File: src/hw/rtl/acbd_ram.sv
`default_nettype none
module acbd_ram #(
   parameter int unsigned Width = 32,
   parameter int unsigned Depth = 44
) (
   input  wire logic                     clock,
   input  wire logic                     wr_en,
   input  wire logic [$clog2(Depth)-1:0] wr_addr,
   input  wire logic [Width-1:0]         wr_data,
   input  wire logic [$clog2(Depth)-1:0] rd_addr,
   output logic      [Width-1:0]         rd_data
);
   logic [Width-1:0] mem_ff [Depth];

   always_ff @(posedge clock) begin
      if (wr_en) begin
         mem_ff[wr_addr] <= wr_data;
      end
      rd_data <= mem_ff[rd_addr];
   end
endmodule
`default_nettype wire

File: config.mk
export PLATFORM = sky130hd
export DESIGN_NAME = acbd_ram
export DESIGN_NICKNAME = d
export VERILOG_FILES = /design/src/hw/rtl/acbd_ram.sv
export SDC_FILE = /design/constraint.sdc
export NUM_CORES = 1
export LEC_CHECK = 0
export BUFFER_PORTS_ARGS = -buffer_cell sky130_fd_sc_hd__buf_2
export CORE_MARGIN = 2
export CORE_UTILIZATION = 55
export DETAILED_ROUTE_END_ITERATION = 8
export GPL_ROUTABILITY_DRIVEN = 0
export GPL_TIMING_DRIVEN = 0
export PLACE_DENSITY = 0.69
export SLEW_MARGIN = 10
export SYNTH_ARGS = -nofsm -noshare
export SYNTH_HDL_FRONTEND = slang
export SYNTH_SLANG_ARGS = --single-unit
File: constraint.sdc
create_clock -name clock -period 9.55 [get_ports clock]
set_input_delay 0.955 -clock clock [delete_from_list [all_inputs] [get_ports clock]]
set_output_delay 0.955 -clock clock [all_outputs]
set_load 0.02 [all_outputs]
Word-level counts from Yosys, hierarchy flattened
Memories as Yosys holds them, arrays and structs flattened. A register that Yosys moved wholly into a read port is not among the register bits.
Cells that the tools add are included.
Storage, ports and cells
  memories: 1
  flip-flop bits (word level): 0
  output and inout port bits: 32
  input bits: 46
  word-level logic and storage cells: 3
  bits in writable memories: 1408
Operators by class
  muxes and demuxes: 2
Memory list
  mem_ff: words 44, bits a word 32, read ports 1, clocked after Yosys merged registers in 1, wr ports 1, RTL line 13  | logic [Width-1:0] mem_ff [Depth];
Operator list (number)
  1-bit 2-to-1 mux: 2

Longest topological paths before layout
Gate-level depths: netlist (run 1).
  word-level depth: 2
  gate-level depth with buffers: 8

Worst setup path before layout (run 1)
No wires, ideal clock.
  kind: input-to-reg
  start point: input wr_addr[1]
  end point: memory mem_ff[21][0], enable pin
  slack: 4.800 ns
  library setup time: 0.502 ns
  buffers on the path: 0
  data arrival time: 4.248 ns
  cell stages on the path: 2
  cells stage by stage: nand2b_1 nor4_1
RTL lines
  from (decl): RTL line 8  | input wire logic [$clog2(Depth)-1:0] wr_addr,
  to (decl): RTL line 13
No word-level cell before the write port.

==> results.toml, run 1 <==
[status]
status = "completed"

[min_path]
hp-class = "input pin to flop"

[power]
p_total_mw = 13.0
p_seq_share_pct = 54.0
total_leakage_power_nw = 19.7
combPwrFrac_pct = 5.2
sw_frac_of_total_pct = 21.0
clkPwrFrac_pct = 40.8
p_switching_mw = 2.73
pwr_density_cell_nw_per_um2 = 209
p_int_mw = 10.3
ir_drop_mv = 0.195

[yosys]
synth_top_family_by_area = "multiplexers"
synth-xor-area-share_pct = 0
syn-mean-instance-area_um2 = 21.8
synthSimpleGateAreaFrac_pct = 1.14
yosysTopAreaCell = "edfxtp_1"
syn-cell-area_um2 = 54600
synth_cells = 2500
ys_warn_count = 0
synth_fa_ha_area_share_pct = 0
yosysTopAreaCellShare_pct = 77.5
synthTopCellsByCount = "edfxtp_1, mux4_2, mux2i_1"
synth_cell_types = 33
ys_seq_area_share_pct = 78.7
synth_compound_area_share_pct = 3.38
ys_top_cells_by_area = "edfxtp_1, mux4_2, mux2i_1"
async_flop_share_pct = 0
synth_mux_area_share_pct = 15.6
ys_ff_latch = 1440
synth.most_common_cell = "edfxtp_1"
syn_nets = 2546
synth_flop_cell = "edfxtp_1"
synth_edf_count = 1408

[placed_design]
hpwlAfterDp_mm = 85.1
placed_area_um2 = 57900
dpl.cell_count = 3923
portBuffers = 73

[clock_tree]
clockBufferDepth = 3
clock_tree.root_cell = "clkbuf_16"
cts_sinks = 1440
hold_buffers = 0
clkTransAtPathRegs_ps = 60
cts-buffers-inserted = 142
cts_resized = 0
h-tree-depth = 4
clk_latency_ps = 750
cts_tree = "built"
post-cts-setup-buffers = 0

[detailed_routing]
vias = 27037
wl_met2_mm = 61.5
wirelength_mm = 130
wl_met3_mm = 11.8
via_per_inst = 6.47
ant_nets = 0
first_pass_iters = 7
highest_layer = "met5"
wl_met1_mm = 52.2
avgRoutedWirePerCell_um = 31.2
drcViolationCount = 0
first_iter_violations = 3821

[floorplan]
core_um2 = 98400
die_area_um2 = 102000
io_pins = 78
die_h_um = 319
dieWidth_um = 319
initial_utilization_pct = 55.4
num_rows = 115

[worst_setup_path]
crit_path_max_fanout = 10
end_kind = "flop"
required_ps = 10120
cp.arrival_ps = 4070
path_class = "input pin to flop"
start_kind = "input pin"

[cells_and_area]
fillers = 6523
nets = 2826
final_area_um2 = 62300
layout-drive-gt1-share_pct = 25.7
fin_cells = 4181
seqCellArea_um2 = 42900
areaGrowthSynthToFinish_pct = 14.1
multi_input_area_um2 = 11300

[sta]
rsz0062_at_grt = "false"
fin_setup_tns_ps = 0
fin_crit_sh_pct = 36.6
tightest_slew_ps = 1130
drv_slew = 0
relSlewSlack_pct = 24.9
period_minus_slack_ps = 3500
final-setup-viol-count = 0
holdWs_ps = 711
fmax_mhz = 286
fin_worst_skew_ps = 22.0
hold_viol_final = 0

[global_route]
grt_pass1_vias = 27429
grt_pass1_wl_mm = 189
grt_max_degree = 45
track_usage_pct = 26.0
antenna_found_initial = 8
overflow = 0

[run]
drv_cap = 0
[metrics by stage]
| stage | setup slack, ps | utilization [%] |
|---|---|---|
| floorplan | 4800 | - |
| global placement | 1120 | 57.4 |
| detailed placement | 5500 | 58.8 |
| CTS | 6270 | 63.3 |
| global route | 6110 | 63.3 |
| finish | 6050 | 63.3 |
[path summary, 6_finish.rpt]
path / from / to / slack, ps / cells past startpoint
setup / recovery: rd_addr[3] / rd_data[24]$_DFF_P_ / 6050 / 6
hold / removal: wr_addr[3] / mem_ff[21][2]$_DFFE_PP_ / 710 / 2
setup reg to reg: mem_ff[31][3]$_DFFE_PP_ / rd_data[3]$_DFF_P_ / 7430 / 5
hold reg to reg: mem_ff[42][8]$_DFFE_PP_ / rd_data[8]$_DFF_P_ / 830 / 5
[placed cells by master, fill, tap and decap left out, types with 10 or more instances in the layout]
cell type and count:
edfxtp_1 1408, clkbuf_1 113, buf_2 109, clkinv_1 27, o21ai_0 28, o31ai_1 10, dfxtp_1 32, mux2i_1 128
mux2_2 25, buf_4 31, nor2_1 16, o21ai_1 26, a22oi_1 64, nand2_1 62, clkbuf_16 151, a221oi_1 32
a21oi_1 74, clkinv_2 21, mux2_1 39, mux4_2 288, buf_1 13, buf_6 14, o211ai_1 22, o22ai_1 32
nor2_4 38, buf_12 36
[power by group through the flow]
stage / clock, mW / sequential, mW / combinational, mW
after floorplan: 0 / 7.16 / 0.340
after global placement: 0 / 7.14 / 0.636
after detailed placement: 0 / 7.15 / 0.666
after CTS: 5.37 / 7.01 / 0.670
after global routing: 5.62 / 7.01 / 0.709
final: 5.30 / 7.01 / 0.670
[cell families after synthesis]
logic type | after synthesis
AO/OA/AOI/OAI | 288
buffers and inverters | 145
flip-flops | 1440
multiplexers | 480
AND/OR/NAND/NOR | 147
[registers in the layout (all words and copies together) (netlist names)]
signal / cells
mem_ff: 1408
rd_data: 32
[final cells by class]
class                           instances  share of cell area (%)
Sequential cell                      1440                    68.9
Multi-Input combinational cell        915                    18.1
Clock buffer                          195                    6.41
Tap cell                             1287                    2.59
Timing Repair Buffer                  136                    2.19
Buffer                                144                    1.11
Clock inverter                         62                   0.669
Inverter                                1                 0.00603
Antenna cell                            1                 0.00402
[critical path: stages]
cell and delay (ps):
buf_2 130, clkbuf_1 770, buf_1 840, clkbuf_1 510, o211ai_1 300, o21ai_1 540
[metal layers]
| layer | vias up | track usage, % |
|---|---|---|
| li1 | 11090 | - |
| met1 | 14232 | 37.4 |
| met2 | 1428 | 40.3 |
| met3 | 277 | 5.15 |
| met4 | 10 | 9.57 |
| met5 | - | 0 |
(Power assumes the default switching activity.)
==> run 2: changes to the inputs <==
==> constraint.sdc (replaced) <==
create_clock -name clock -period 3.4 [get_ports clock]
set_input_delay 0.34 -clock clock [delete_from_list [all_inputs] [get_ports clock]]
set_output_delay 0.34 -clock clock [all_outputs]
set_load 0.02 [all_outputs]
==> run 2 against run 1 <==
Compared with the run above:
- via count hardly changed
- total power increased to 2.8 times the previous value
- combinational power rose to 2.8 times the previous value
- die area stayed put
- sequential cell count is the same
- global-route usage rose by 0.15 points
- clock power rose to 2.8 times the previous value
- cell count about the same
- register-to-register slack worse by 6100 ps
- first-iteration DRC count is 2.1% lower
- cell area rose by 0.33%
==> results.toml, run 2 (synthesis results as in run 1) <==
[floorplan]
io_pins = 78
die_area_um2 = 102000
dieWidth_um = 319
num_rows = 115
initial_utilization_pct = 55.4
die_h_um = 319
core_um2 = 98400

[worst_setup_path]
required_ps = 3950
path_class = "input pin to flop"
slowest_delay_ps = 860
rrSetupSlack_ps = 1340
worst_path_max_delay_cell = "buf_1"
crit-reg2reg-launch = "mem_ff[39][17]$_DFFE_PP_"
rr_endpoint = "rd_data[17]$_DFF_P_"
end_kind = "flop"
cp_common_cell = "clkbuf_1"
start_kind = "input pin"
reg2reg_depth = 5
cp.arrival_ps = 3560
crit_path_max_fanout = 10
path_cells = "buf_2 -> clkbuf_1 -> buf_1 -> clkbuf_1 -> o211ai_1 -> o21ai_1"

[detailed_routing]
avgRoutedWirePerCell_um = 31.5
via_per_inst = 6.47
vias = 27034
first_pass_iters = 6
wirelength_mm = 132
ant_nets = 0
first_iter_violations = 3741
drcViolationCount = 0

[cells_and_area]
final_cell_mix = "edfxtp_1, mux4_2, clkbuf_16"
fillers = 6487
multi_input_area_um2 = 11300
layout-drive-gt1-share_pct = 25.6
largest_reg_flops = 1408
layout_commonest_cell = "edfxtp_1"
nets = 2823
largest-register = "mem_ff"
seqCellArea_um2 = 42900
final_util_pct = 63.5
areaGrowthSynthToFinish_pct = 14.5
reg_top3 = "mem_ff x1408, rd_data x32"

[min_path]
hold_depth = 2
hold_end = "rd_data[29]$_DFF_P_"
hp-class = "input pin to flop"
hp-start = "rd_addr[5]"

[global_route]
grt_pass1_vias = 27196
antenna_found_initial = 10
track_usage_pct = 26.2
grt_pass1_wl_mm = 190
grt_max_degree = 45
overflow = 0

[clock_tree]
clock_tree.root_cell = "clkbuf_16"
clockBufferDepth = 3
clk_latency_ps = 740
cts_tree = "built"
cts_resized = 0
post-cts-setup-buffers = 0
cts-buffers-inserted = 144
h-tree-depth = 4
clkTransAtPathRegs_ps = 60
hold_buffers = 0
cts_sinks = 1440

[sta]
period_minus_slack_ps = 3000
fmax_mhz = 333
final-setup-viol-count = 0
fin_setup_tns_ps = 0
rsz0062_at_grt = "false"
tightest_slew_ps = 1140
fin_worst_skew_ps = 18.1
drv_slew = 0
fin_crit_sh_pct = 88.4
holdWs_ps = 79.6
hold_viol_final = 0
relSlewSlack_pct = 24.0

[power]
p_switching_mw = 7.79
clkPwrFrac_pct = 41.0
p_seq_share_pct = 53.8
p_int_mw = 28.8
total_leakage_power_nw = 19.8
ir_drop_mv = 0.455
pwr_density_cell_nw_per_um2 = 586
sw_frac_of_total_pct = 21.3
combPwrFrac_pct = 5.2

[run]
drv_cap = 0

[status]
status = "completed"

[placed_design]
hpwlAfterDp_mm = 86.3
portBuffers = 73
[run 2: cell count changes in the layout (fill, tap and decap cells not counted), sizes merged]
cell,previous run,this run
clkbuf,269,268
inv,7,9
buf,206,201
diode,1,3
clkinv,50,53
clkinvlp,2,0
[run 2: per-stage QoR]
| stage | power [mW] | setup slack, ps | instances | area (um2) |
|---|---|---|---|---|
| 2_1_floorplan | 21.1 | 112 | 2500 | 54600 |
| 3_3_place_gp | 21.9 | -2070 | 3860 | 56600 |
| 3_5_place_dp | 22.0 | -224 | 3918 | 58000 |
| 4_1_cts | 36.8 | 471 | 4177 | 62500 |
| 5_1_grt | 37.6 | 307 | 4177 | 62500 |
| 6_report | 36.6 | 396 | 4180 | 62500 |
[run 2: metal layers]
layer | GRT usage [%] | vias to the layer above | share of wire (%)
li1 | - | 11096 | -
met1 | 37.4 | 14106 | 39
met2 | 40.3 | 1558 | 47
met3 | 5.23 | 262 | 10
met4 | 10.5 | 12 | 4.0
met5 | 0 | - | 0.053
[run 2: cell type report]
cell class / count / share of cell area [%]
clock inverter: 65 / 0.773
clock buffer: 194 / 6.35
sequential: 1440 / 68.7
timing repair buffer: 131 / 2.40
buffer: 144 / 1.11
antenna: 3 / 0.0120
multi-input combinational: 915 / 18.1
inverter: 1 / 0.00601
tap: 1287 / 2.58
[run 2: worst max-delay path by stage]
stage / startpoint / to
2_1_floorplan: wr_en / mem_ff[24][0]$_DFFE_PP_
3_3_place_gp: wr_addr[3] / mem_ff[24][10]$_DFFE_PP_
3_5_place_dp: rd_addr[3] / rd_data[23]$_DFF_P_
4_1_cts: rd_addr[3] / rd_data[24]$_DFF_P_
5_1_grt: rd_addr[3] / rd_data[24]$_DFF_P_
6_report: rd_addr[3] / rd_data[24]$_DFF_P_
[run 2: worst max-delay path: cells and delay by family]
kind                   cells  cell delay, ps
AOI/OAI and AO/OA          2             830
buffers and inverters      4            2370
[run 2: power groups by stage]
stage | Clock (mW) | Sequential, mW | Combinational, mW
final | 15.0 | 19.7 | 1.90
after global placement | 0 | 20.1 | 1.80
after global routing | 15.9 | 19.7 | 2.00
after CTS | 15.2 | 19.7 | 1.90
after floorplan | 0 | 20.1 | 0.955
after detailed placement | 0 | 20.1 | 1.89
